## config.mk

```make
export PLATFORM = sky130hd
export DESIGN_NAME = timeout_table_scheduler_core
export DESIGN_NICKNAME = d
export VERILOG_FILES = /design/src/rtl/core/tts_pkg.sv /design/src/rtl/core/tts_datapath.sv /design/src/rtl/core/tts_ctrl.sv /design/src/rtl/core/timeout_table_scheduler_core.sv
export SDC_FILE = /design/constraint.sdc
export NUM_CORES = 2
export LEC_CHECK = 0
export BUFFER_PORTS_ARGS = -buffer_cell sky130_fd_sc_hd__buf_4
export CAP_MARGIN = 10
export CORE_UTILIZATION = 30
export DETAILED_ROUTE_END_ITERATION = 8
export HOLD_SLACK_MARGIN = 0.15
export PLACE_DENSITY = 0.48
export SYNTH_ARGS = -nofsm -noshare
export SYNTH_HDL_FRONTEND = slang
export SYNTH_SLANG_ARGS = --single-unit
```

## constraint.sdc

```tcl
create_clock -name clk -period 28.2 [get_ports clk]
set_input_delay 2.82 -clock clk [delete_from_list [all_inputs] [get_ports clk]]
set_output_delay 2.82 -clock clk [all_outputs]
set_load 0.03 [all_outputs]
```

## src/rtl/core/tts_pkg.sv

```systemverilog
package tts_pkg;

  localparam int TABLE_DEPTH_DEFAULT = 16;
  localparam logic [31:0] MIN_INTERVAL_RESET = 32'd100000;

  localparam logic [1:0] FUNC_SET   = 2'd0;
  localparam logic [1:0] FUNC_CLEAR = 2'd1;
  localparam logic [1:0] FUNC_TICK  = 2'd2;

  localparam logic [1:0] KIND_ID      = 2'd0;
  localparam logic [1:0] KIND_EXPIRED = 2'd1;
  localparam logic [1:0] KIND_COMPARE = 2'd2;
  localparam logic [1:0] KIND_CLEARED = 2'd3;

  typedef struct packed {
    logic [1:0]  func;
    logic [63:0] now;
    logic [63:0] delay;
    logic [31:0] cancel_id;
    logic [15:0] callback_tag;
    logic [31:0] user_tag;
  } req_t;

  typedef struct packed {
    logic [1:0]  kind;
    logic [31:0] entry_id;
    logic [15:0] fired_callback;
    logic [31:0] fired_user;
    logic [63:0] compare_value;
    logic        ok;
    logic        last;
  } rsp_t;

  // Commands from the controller to the datapath.
  typedef struct packed {
    logic load;      // capture request
    logic append;    // write new entry at the tail
    logic scan_rd;   // read entry at read pointer
    logic keep;      // copy read entry to write pointer
    logic track_min; // fold read deadline into the minimum
    logic finish;    // commit the new count
  } cmd_t;

  // Status from the datapath to the controller.
  typedef struct packed {
    logic full;
    logic scan_done;
    logic hit_clear;
    logic hit_expire;
  } sts_t;

endpackage

```

## src/rtl/core/tts_datapath.sv

```systemverilog
module tts_datapath #(
  parameter int TABLE_DEPTH = tts_pkg::TABLE_DEPTH_DEFAULT
) (
  input  logic           clk,
  input  logic           rst,
  input  tts_pkg::req_t  req_in,
  input  logic [31:0]    min_interval,
  input  tts_pkg::cmd_t  cmd,
  output tts_pkg::sts_t  sts,
  output logic [31:0]    rd_id,
  output logic [15:0]    rd_cb,
  output logic [31:0]    rd_user,
  output logic [31:0]    new_id,
  output logic [63:0]    cmp_value
);

  localparam int IW = $clog2(TABLE_DEPTH);
  localparam int CW = $clog2(TABLE_DEPTH + 1);

  logic [31:0] mem_id   [TABLE_DEPTH];
  logic [63:0] mem_dl   [TABLE_DEPTH];
  logic [15:0] mem_cb   [TABLE_DEPTH];
  logic [31:0] mem_user [TABLE_DEPTH];

  tts_pkg::req_t req;
  logic [CW-1:0] used_count;
  logic [CW-1:0] rptr;
  logic [CW-1:0] wptr;
  logic [31:0]   id_counter;
  logic [63:0]   rd_dl;
  logic [63:0]   least;
  logic          have;
  logic [63:0]   limit;
  logic [63:0]   sum;

  // Read entry is registered; the controller pulses scan_rd then consumes it.
  always_ff @(posedge clk) begin
    if (cmd.scan_rd) begin
      rd_id   <= mem_id[rptr[IW-1:0]];
      rd_dl   <= mem_dl[rptr[IW-1:0]];
      rd_cb   <= mem_cb[rptr[IW-1:0]];
      rd_user <= mem_user[rptr[IW-1:0]];
    end
    if (cmd.append) begin
      mem_id[used_count[IW-1:0]]   <= id_counter;
      mem_dl[used_count[IW-1:0]]   <= sum;
      mem_cb[used_count[IW-1:0]]   <= req.callback_tag;
      mem_user[used_count[IW-1:0]] <= req.user_tag;
    end else if (cmd.keep) begin
      mem_id[wptr[IW-1:0]]   <= rd_id;
      mem_dl[wptr[IW-1:0]]   <= rd_dl;
      mem_cb[wptr[IW-1:0]]   <= rd_cb;
      mem_user[wptr[IW-1:0]] <= rd_user;
    end
  end

  always_ff @(posedge clk) begin
    if (cmd.load) begin
      req   <= req_in;
      limit <= req_in.now + {32'd0, min_interval};
      sum   <= req_in.now + req_in.delay;
    end
  end

  always_ff @(posedge clk) begin
    if (rst) begin
      used_count <= '0;
      id_counter <= '0;
      rptr       <= '0;
      wptr       <= '0;
      have       <= 1'b0;
      least      <= '0;
    end else begin
      if (cmd.load) begin
        rptr <= '0;
        wptr <= '0;
        have <= 1'b0;
      end
      if (cmd.append) begin
        used_count <= used_count + 1'b1;
        id_counter <= id_counter + 1'b1;
      end
      if (cmd.scan_rd) rptr <= rptr + 1'b1;
      if (cmd.keep) wptr <= wptr + 1'b1;
      if (cmd.track_min && (!have || rd_dl < least)) begin
        least <= rd_dl;
        have  <= 1'b1;
      end
      if (cmd.finish) used_count <= wptr;
    end
  end

  assign sts.full       = (used_count == CW'(TABLE_DEPTH));
  assign sts.scan_done  = (rptr >= used_count);
  assign sts.hit_clear  = (rd_id == req.cancel_id);
  assign sts.hit_expire = (rd_dl < req.now);
  assign new_id         = id_counter;
  assign cmp_value      = (have && least < limit) ? least : limit;

endmodule

```

## src/rtl/core/tts_ctrl.sv

```systemverilog
module tts_ctrl (
  input  logic           clk,
  input  logic           rst,
  input  logic           in_valid,
  output logic           in_ready,
  input  logic [1:0]     func,
  output logic           out_valid,
  input  logic           out_ready,
  output tts_pkg::rsp_t  out_data,
  output tts_pkg::cmd_t  cmd,
  input  tts_pkg::sts_t  sts,
  input  logic [31:0]    rd_id,
  input  logic [15:0]    rd_cb,
  input  logic [31:0]    rd_user,
  input  logic [31:0]    new_id,
  input  logic [63:0]    cmp_value
);

  typedef enum logic [2:0] {
    S_IDLE, S_SET, S_READ, S_EVAL, S_DONE
  } state_t;

  state_t     state;
  logic [1:0] op;
  logic       found;

  assign in_ready = (state == S_IDLE) && !out_valid;

  always_comb begin
    cmd = '0;
    cmd.load = in_valid && in_ready;
    unique case (state)
      S_SET:  cmd.append = !sts.full;
      S_READ: cmd.scan_rd = !sts.scan_done && (!out_valid || out_ready);
      S_EVAL: begin
        if (op == tts_pkg::FUNC_CLEAR) begin
          cmd.keep = !sts.hit_clear;
        end else if (!sts.hit_expire) begin
          cmd.keep      = 1'b1;
          cmd.track_min = 1'b1;
        end
      end
      S_DONE: cmd.finish = (op != tts_pkg::FUNC_SET);
      default: ;
    endcase
  end

  always_ff @(posedge clk) begin
    if (rst) begin
      state     <= S_IDLE;
      out_valid <= 1'b0;
      op        <= tts_pkg::FUNC_SET;
      found     <= 1'b0;
    end else begin
      if (out_valid && out_ready) out_valid <= 1'b0;
      unique case (state)
        S_IDLE: begin
          if (in_valid && in_ready) begin
            op    <= func;
            found <= 1'b0;
            unique case (func)
              tts_pkg::FUNC_SET: state <= S_SET;
              tts_pkg::FUNC_CLEAR, tts_pkg::FUNC_TICK: state <= S_READ;
              default: state <= S_IDLE;
            endcase
          end
        end
        S_SET: begin
          out_data  <= '{kind: tts_pkg::KIND_ID,
                         entry_id: (sts.full ? 32'd0 : new_id),
                         fired_callback: 16'd0, fired_user: 32'd0,
                         compare_value: 64'd0, ok: !sts.full, last: 1'b1};
          out_valid <= 1'b1;
          state     <= S_IDLE;
        end
        S_READ: begin
          if (!out_valid || out_ready) begin
            state <= sts.scan_done ? S_DONE : S_EVAL;
          end
        end
        S_EVAL: begin
          if (op == tts_pkg::FUNC_CLEAR) begin
            if (sts.hit_clear) found <= 1'b1;
          end else if (sts.hit_expire) begin
            out_data  <= '{kind: tts_pkg::KIND_EXPIRED, entry_id: rd_id,
                           fired_callback: rd_cb, fired_user: rd_user,
                           compare_value: 64'd0, ok: 1'b0, last: 1'b0};
            out_valid <= 1'b1;
          end
          state <= S_READ;
        end
        S_DONE: begin
          if (op == tts_pkg::FUNC_CLEAR) begin
            out_data <= '{kind: tts_pkg::KIND_CLEARED, entry_id: 32'd0,
                          fired_callback: 16'd0, fired_user: 32'd0,
                          compare_value: 64'd0, ok: found, last: 1'b1};
          end else begin
            out_data <= '{kind: tts_pkg::KIND_COMPARE, entry_id: 32'd0,
                          fired_callback: 16'd0, fired_user: 32'd0,
                          compare_value: cmp_value, ok: 1'b0, last: 1'b1};
          end
          out_valid <= 1'b1;
          state     <= S_IDLE;
        end
        default: state <= S_IDLE;
      endcase
    end
  end

endmodule

```

## src/rtl/core/timeout_table_scheduler_core.sv

```systemverilog
// Timeout table scheduler core.
// A request on the input channel (in_valid/in_ready, payload in_data) is one
// of three operations: set a timeout, clear a timeout by id, or a timer tick.
// Results leave on the output channel (out_valid/out_ready, payload out_data);
// the last result of a request carries the last flag.
// A set passes through S_SET and presents its one result, registered, on its
// return to S_IDLE; a new request is taken only after that result has left.
// A clear or a tick walks the table once and compacts it in place. Each
// stored entry is read in S_READ and judged in S_EVAL, since the single
// read port of the entry memory is registered; S_DONE then gives the
// final result.
// A tick emits one result for each expired entry, then the compare value.
// If the receiver stalls, the walk pauses before the next entry while a
// result is waiting, so nothing is lost. One request is in work at a time.
// Reset (rst, synchronous) empties the table and zeroes the id counter;
// min_interval returns to 100000. The cfg_we/cfg_data port writes
// min_interval and should be used only while the block is idle.
module timeout_table_scheduler_core #(
  parameter int TABLE_DEPTH = tts_pkg::TABLE_DEPTH_DEFAULT
) (
  input  logic          clk,
  input  logic          rst,
  input  logic          in_valid,
  output logic          in_ready,
  input  tts_pkg::req_t in_data,
  output logic          out_valid,
  input  logic          out_ready,
  output tts_pkg::rsp_t out_data,
  input  logic          cfg_we,
  input  logic [31:0]   cfg_data
);

  tts_pkg::cmd_t cmd;
  tts_pkg::sts_t sts;
  logic [31:0]   min_interval;
  logic [31:0]   rd_id;
  logic [15:0]   rd_cb;
  logic [31:0]   rd_user;
  logic [31:0]   new_id;
  logic [63:0]   cmp_value;

  // The one configuration register.
  always_ff @(posedge clk) begin
    if (rst) begin
      min_interval <= tts_pkg::MIN_INTERVAL_RESET;
    end else if (cfg_we) begin
      min_interval <= cfg_data;
    end
  end

  tts_ctrl u_ctrl (
    .clk       (clk),
    .rst       (rst),
    .in_valid  (in_valid),
    .in_ready  (in_ready),
    .func      (in_data.func),
    .out_valid (out_valid),
    .out_ready (out_ready),
    .out_data  (out_data),
    .cmd       (cmd),
    .sts       (sts),
    .rd_id     (rd_id),
    .rd_cb     (rd_cb),
    .rd_user   (rd_user),
    .new_id    (new_id),
    .cmp_value (cmp_value)
  );

  tts_datapath #(.TABLE_DEPTH(TABLE_DEPTH)) u_dp (
    .clk          (clk),
    .rst          (rst),
    .req_in       (in_data),
    .min_interval (min_interval),
    .cmd          (cmd),
    .sts          (sts),
    .rd_id        (rd_id),
    .rd_cb        (rd_cb),
    .rd_user      (rd_user),
    .new_id       (new_id),
    .cmp_value    (cmp_value)
  );

endmodule

```

======== Yosys cells after proc, flatten, opt, wreduce, memory -nomap -nowiden ========
Memory sizes are Yosys's and may differ from the RTL's. A register that Yosys moved wholly into a read port is not among the register bits.
Cells that the tools add are included.
word-level totals
  register bits after elaboration ......... 571
  RAM bits ................................ 2304
  input bits .............................. 247
  output and inout bits ................... 150
  logic and storage cells ................. 135
  memories kept ........................... 4
operators by class
  $add $sub $neg .......................... 6
  $lt $le $gt $ge ......................... 4
  equality and inequality tests ........... 15
  muxes and demuxes ....................... 49
  bitwise logic cells ..................... 1
  reduce and logical (&&, ||, !) cells .... 32
memories
  name           depth  width  read ports  clocked after Yosys merged registers in  write ports  RTL line            RTL
  u_dp.mem_dl    16     64     1           1                                        1            tts_datapath.sv:21  logic [63:0] mem_dl [TABLE_DEPTH];
  u_dp.mem_id    16     32     1           1                                        1            tts_datapath.sv:20  logic [31:0] mem_id [TABLE_DEPTH];
  u_dp.mem_user  16     32     1           1                                        1            tts_datapath.sv:23  logic [31:0] mem_user [TABLE_DEPTH];
  u_dp.mem_cb    16     16     1           1                                        1            tts_datapath.sv:22  logic [15:0] mem_cb [TABLE_DEPTH];
operators with widths
  kind                                                                     count
  148-bit case mux with 3 select lines                                     1
  148-bit 2-to-1 mux                                                       2
  64-bit < comparator                                                      3
  147-bit 2-to-1 mux                                                       1
  64-bit 2-to-1 mux                                                        2
  32-bit 2-to-1 mux                                                        3
  64-bit by 32-bit adder with 64-bit output                                1
  64-bit adder                                                             1
  32-bit OR reduction                                                      2
  64-bit OR reduction                                                      1
  32-bit by 1-bit adder with 32-bit output, second input constant          1
  32-bit == test                                                           1
  5-bit 2-to-1 mux                                                         5
  1-bit 2-to-1 mux                                                         21
  16-bit 2-to-1 mux                                                        1
  4-bit 2-to-1 mux                                                         4
  16-bit OR reduction                                                      1
  5-bit by 1-bit adder with 5-bit output, second input constant            3
  2-bit nonzero test                                                       6
  3-bit 2-to-1 mux                                                         3
  3-bit case mux with 3 select lines                                       1
  2-bit by 1-bit inequality test with 1-bit output, second input constant  4
  4-bit AND reduction                                                      2
  3-bit by 2-bit == test with 1-bit output, second input constant          2
  other kinds (19)                                                         35

======== Depth between registers and ports, before layout ========
  depth after elaboration ................. 9
  mapped depth ............................ 17
  depth with buffers taken out ............ 13

======== By module ========
From an unflattened synthesis, not the netlist that was laid out.
second synthesis, totals
  cells, all modules ...................... 6733
  area, all modules ....................... 123713.7 µm²
modules (own cells, without submodules)
  module                        instances  cells each  area each (µm²)  sequential area each (µm²)
  tts_datapath                  1          6253        116530.5         83920.5
  tts_ctrl                      1          377         6014.5           4584.4
  timeout_table_scheduler_core  1          103         1168.6           640.6

======== Worst setup path before layout ========
No wires, ideal clock.
  kind .................................... reg-to-reg
  start point ............................. register u_dp.rd_dl[23] (read register of u_dp.mem_dl)
  end point ............................... memory u_dp.mem_cb[6][0], enable pin
  data arrival time ....................... 13.068 ns
  required time ........................... 27.336 ns
  setup slack ............................. 14.268 ns
  cell stages (with the launch flop) ...... 13
  path buffers ............................ 3
  period minus slack after synthesis ...... 13.932 ns
  cells stage by stage .................... edfxtp_1 > ha_1 > nand4_1 > or3_1 > o221ai_1 > a41oi_1 > o211ai_2 > o21a_1 > buf_2 > buf_2 > buf_2 > nand2_1 > o32ai_1
between the ends
  longest elaborated chain between the ends .. 9
RTL lines
  what                                                                   RTL line            RTL
  start: declaration                                                     tts_datapath.sv:30  logic [63:0] rd_dl;
  64-bit < comparator *                                                  tts_datapath.sv:96  assign sts.hit_expire = (rd_dl < req.now);
  2-bit 2-to-1 mux *                                                     tts_ctrl.sv:38      end else if (!sts.hit_expire) begin
  1-bit 2-to-1 mux *                                                     tts_ctrl.sv:36      if (op == tts_pkg::FUNC_CLEAR) begin
  2-bit 2-to-1 mux *                                                     tts_ctrl.sv:32      unique case (state)
  1-bit 2-to-1 mux *                                                     tts_datapath.sv:49  end else if (cmd.keep) begin
  1-bit 2-to-1 mux *                                                     tts_datapath.sv:44  if (cmd.append) begin
  1-bit 2-to-1 mux (implied by the code) *                               tts_datapath.sv:52  mem_cb[wptr[IW-1:0]] <= rd_cb;
  16-bit OR reduction (no source line)                                   n/a
  4-bit 2-to-1 mux (no source line) or 1-bit 2-to-1 mux (tied branches)  n/a
  end: declaration                                                       tts_datapath.sv:22
Every way passes the cells marked *; elsewhere a longest branch is shown, timed or not.

======== Worst setup path in the final report ========
  start point ............................. register u_dp.rptr[0]
  end point ............................... register u_dp.rd_dl[61] (read register of u_dp.mem_dl) (data pin)
between the ends
  longest elaborated chain between the ends .. 4
RTL lines
  what                               RTL line            RTL
  start: declaration                 tts_datapath.sv:27  logic [CW-1:0] rptr;
  start signal: assignment           tts_datapath.sv:83  if (cmd.scan_rd) rptr <= rptr + 1'b1;
  5-bit greater-or-equal comparator  tts_datapath.sv:94  assign sts.scan_done = (rptr >= used_count);
  1-bit zero test                    tts_ctrl.sv:34      S_READ: cmd.scan_rd = !sts.scan_done && (!out_valid || out_ready);
  1-bit logical AND                  tts_ctrl.sv:34
  1-bit 2-to-1 mux                   tts_ctrl.sv:32
Several ways; a longest one is shown, not always the timed one.
A chain may end at the register's enable or synchronous reset.

==> flow_metrics.tcl <==
set metrics [dict create \
    drive_gt1_share_pct 25.9 \
    antenna_found_initial 29 \
    vias 63644 \
    ctsResizeCount 0 \
    whs_ps 498 \
    syn_nets 6979 \
    maxCapViolations 0 \
    hold_path.class "flip-flop to flip-flop" \
    syn_area_mm2 0.124 \
    synthCells 6435 \
    crit_type "flip-flop to flip-flop" \
    globalplace.congestion 0.869 \
    grt_pass1_wl_um 495000 \
    core-area_mm2 0.410 \
    grt_max_degree 137 \
    fp.dieW_um 644 \
    finalCriticalPeriod_ps 7150 \
    finalCritPeriodShare_pct 25.3 \
    setup_viol 0 \
    port_buffers 396 \
    timing.fmax_ghz 0.140 \
    wirelength_um 348000 \
    ys_seq_elements 3019 \
    drt_iter0_drc 5249 \
    clkTransAtPathRegs_ps 60 \
    synth_edf_count 2868 \
    ys.flop_type "edfxtp_1" \
    end_kind "flip-flop" \
    detail_route.wl_per_cell_um 27.3 \
    nNetsFinal 7538 \
    reg2reg_setup_slack_ps 21050 \
    cellPowerDensity_mw_per_mm2 68.8 \
    vdd_ir_drop_max_mv 0.0529 \
    drcViolationCount 0 \
    grt.total_usage_pct 16.5 \
    yosysWarningCount 0 \
    die_height_um 644 \
    postCtsSetupBuffers 0 \
    hpwl_um 197000 \
    fin_tns_setup_ps 0 \
    grt_pass1_vias 66243 \
    firstDrtPassIters 6 \
    power.leakage_nw 46.7 \
    viasPerCell 5.00 \
    initial_utilization_pct 30.2 \
    cts_max_level 5 \
    clock-skew-final_ps 81.3 \
    dieArea_mm2 0.415 \
    critPathArrivalTime_ps 7730 \
    cts-hold-fix-buffers 0 \
    critical_path_required_ps 28790 \
    clkSinkCount 3019 \
    maxSlewHeadroom_pct 19.4 \
    start_kind "flip-flop" \
    io_pins 397 \
    insertion_delay_ps 950 \
    final_max_slew_viol_count 0 \
    num_rows 235 \
    critPathMaxFanout 90 \
    place_inst 12102 \
    tightest_slew_ps 1210 \
    status "finished, final reports clean" \
    ant_nets 0 \
    cts_buffer_depth 4 \
    synthArstFlopShare_pct 0 \
    stdcell_count 12740 \
    seq_area_frac_synth_pct 72.0 \
    rsz0062_at_grt "no" \
    hold_viol_final 0 \
    area_delta_synth_final_pct 17.0 \
    ys_types 90 \
    cts-root-buf "clkbuf_16" \
    cts_tree "built" \
    grt_overflow_total 0 \
    numCtsBuffers 341 \
    synth_area_per_cell_um2 19.2 \
]
==> routing by layer <==
layer / GRT usage [%] / up-vias / share of wire (%) / wire length [um]
li1: - / 27302 / - / -
met1: 23.4 / 34178 / 46 / 159000
met2: 26.8 / 1719 / 47 / 165000
met3: 2.26 / 427 / 5.0 / 17300
met4: 3.61 / 18 / 2.0 / 7060
met5: 0 / - / 0.029 / 102
==> synthesized netlist by cell type (13+ instances only) <==
| cell type | number | share of area [%] |
|---|---|---|
| a31oi_1 | 16 | 0.081 |
| xor2_1 | 73 | 0.52 |
| mux2_2 | 143 | 1.3 |
| a21oi_1 | 178 | 0.72 |
| a211oi_1 | 35 | 0.21 |
| nand3_1 | 65 | 0.26 |
| o21a_1 | 14 | 0.085 |
| mux2i_1 | 169 | 1.4 |
| or3_1 | 17 | 0.086 |
| nand4_1 | 62 | 0.31 |
| a22o_1 | 32 | 0.23 |
| inv_1 | 237 | 0.72 |
| clkbuf_1 | 197 | 0.60 |
| nor2_1 | 278 | 0.84 |
| o21bai_1 | 13 | 0.079 |
| ha_1 | 295 | 3.0 |
| nand2_1 | 137 | 0.42 |
| nand2b_1 | 17 | 0.086 |
| nor4_1 | 13 | 0.066 |
| o211ai_1 | 16 | 0.097 |
| xnor2_1 | 101 | 0.71 |
| a21o_1 | 107 | 0.65 |
| buf_2 | 36 | 0.15 |
| mux4_2 | 708 | 13 |
| o21ai_0 | 98 | 0.40 |
| nor3_1 | 30 | 0.12 |
| dfxtp_1 | 151 | 2.4 |
| and4_1 | 14 | 0.099 |
| and3_1 | 72 | 0.36 |
| edfxtp_1 | 2868 | 70 |
| nor2b_1 | 40 | 0.20 |
| buf_1 | 34 | 0.10 |
==> placed cells by master, fill, tap and decap left out, drive strengths merged, types with 11 or more instances in the layout <==
master | synthesis | layout
mux2i | 169 | 169
nand3 | 65 | 65
bufinv | 0 | 26
buf | 85 | 499
and2 | 12 | 12
mux4 | 708 | 708
diode | 0 | 11
edfxtp | 2868 | 2868
xnor2 | 101 | 101
nand2b | 17 | 17
nor3 | 32 | 32
or3 | 17 | 17
a211oi | 35 | 35
nand4 | 62 | 62
ha | 295 | 295
mux2 | 143 | 143
clkinvlp | 0 | 13
clkinv | 0 | 151
a21o | 108 | 108
xor2 | 73 | 73
o211ai | 17 | 17
dfxtp | 151 | 151
nor4 | 14 | 14
a31oi | 21 | 21
inv | 237 | 242
o21a | 14 | 14
a21oi | 178 | 178
o21bai | 13 | 13
nor2b | 40 | 40
clkbuf | 198 | 432
nand2 | 137 | 137
a22o | 32 | 32
nor2 | 279 | 279
and4 | 14 | 14
and3 | 72 | 72
o21ai | 106 | 106
==> critical path: stages, from the launching register on <==
cell,delay (ps)
dfxtp_4,830
buf_4,850
buf_4,870
buf_4,740
buf_4,730
buf_4,810
buf_12,650
mux4_2,580
nor2b_1,140
a211oi_1,340
a21oi_1,80
==> logic make-up after synthesis <==
family / share of synthesized area (%)
mux: 15.6
simple gates: 3.14
fa+ha+maj: 3.02
buf+inv: 1.70
compound gates: 3.32
flops: 72.0
xor+xnor: 1.23
==> through the flow <==
stage,total power [mW],instance area (um^2),worst slack [ps],util (%)
floorplan,5.46,124000,14270,-
global placement,5.66,134000,20540,32.6
detailed placement,5.67,134000,20580,32.6
CTS,10.1,145000,20540,35.3
global route,10.3,145000,20210,35.3
finish,9.95,145000,21050,35.3
==> final timing paths <==
| path | end | depth (start not counted) | startpoint |
|---|---|---|---|
| worst max-delay path | u_dp.rd_dl[61] | 10 | u_dp.rptr[0] |
| worst min-delay path | u_ctrl.op[0] | 2 | u_ctrl.op[0] |
| worst max register to register | u_dp.rd_dl[61] | 10 | u_dp.rptr[0] |
| worst min register to register | u_ctrl.op[0] | 2 | u_ctrl.op[0] |
==> power breakdown <==
part	total [mW]	switching [mW]	internal (mW)	leakage, nW
combinational	0.482	0.331	0.151	14.0
sequential	5.09	0.0390	5.05	27.4
clock	4.38	1.84	2.54	5.36
total	9.95	2.21	7.74	46.7
==> area by class of cell <==
type	count	area, um^2
tap	5451	6820
sequential	3019	89200
clock buffer	432	9130
clock inverter	195	1920
inverter	237	897
multi-input combinational	2896	32800
timing repair buffer	499	4010
fill	38186	265000
antenna	11	27.5
==> sequential cells by signal, summed over array words and instances, names as in the netlist, 64 cells and up <==
register         flops
u_ctrl.out_data    148
u_dp.least          64
u_dp.limit          64
u_dp.mem_cb        256
u_dp.mem_dl       1024
u_dp.mem_id        512
u_dp.mem_user      512
u_dp.rd_dl          64
u_dp.req           144
u_dp.sum            64
No activity file was read; power rests on OpenSTA's default activity.
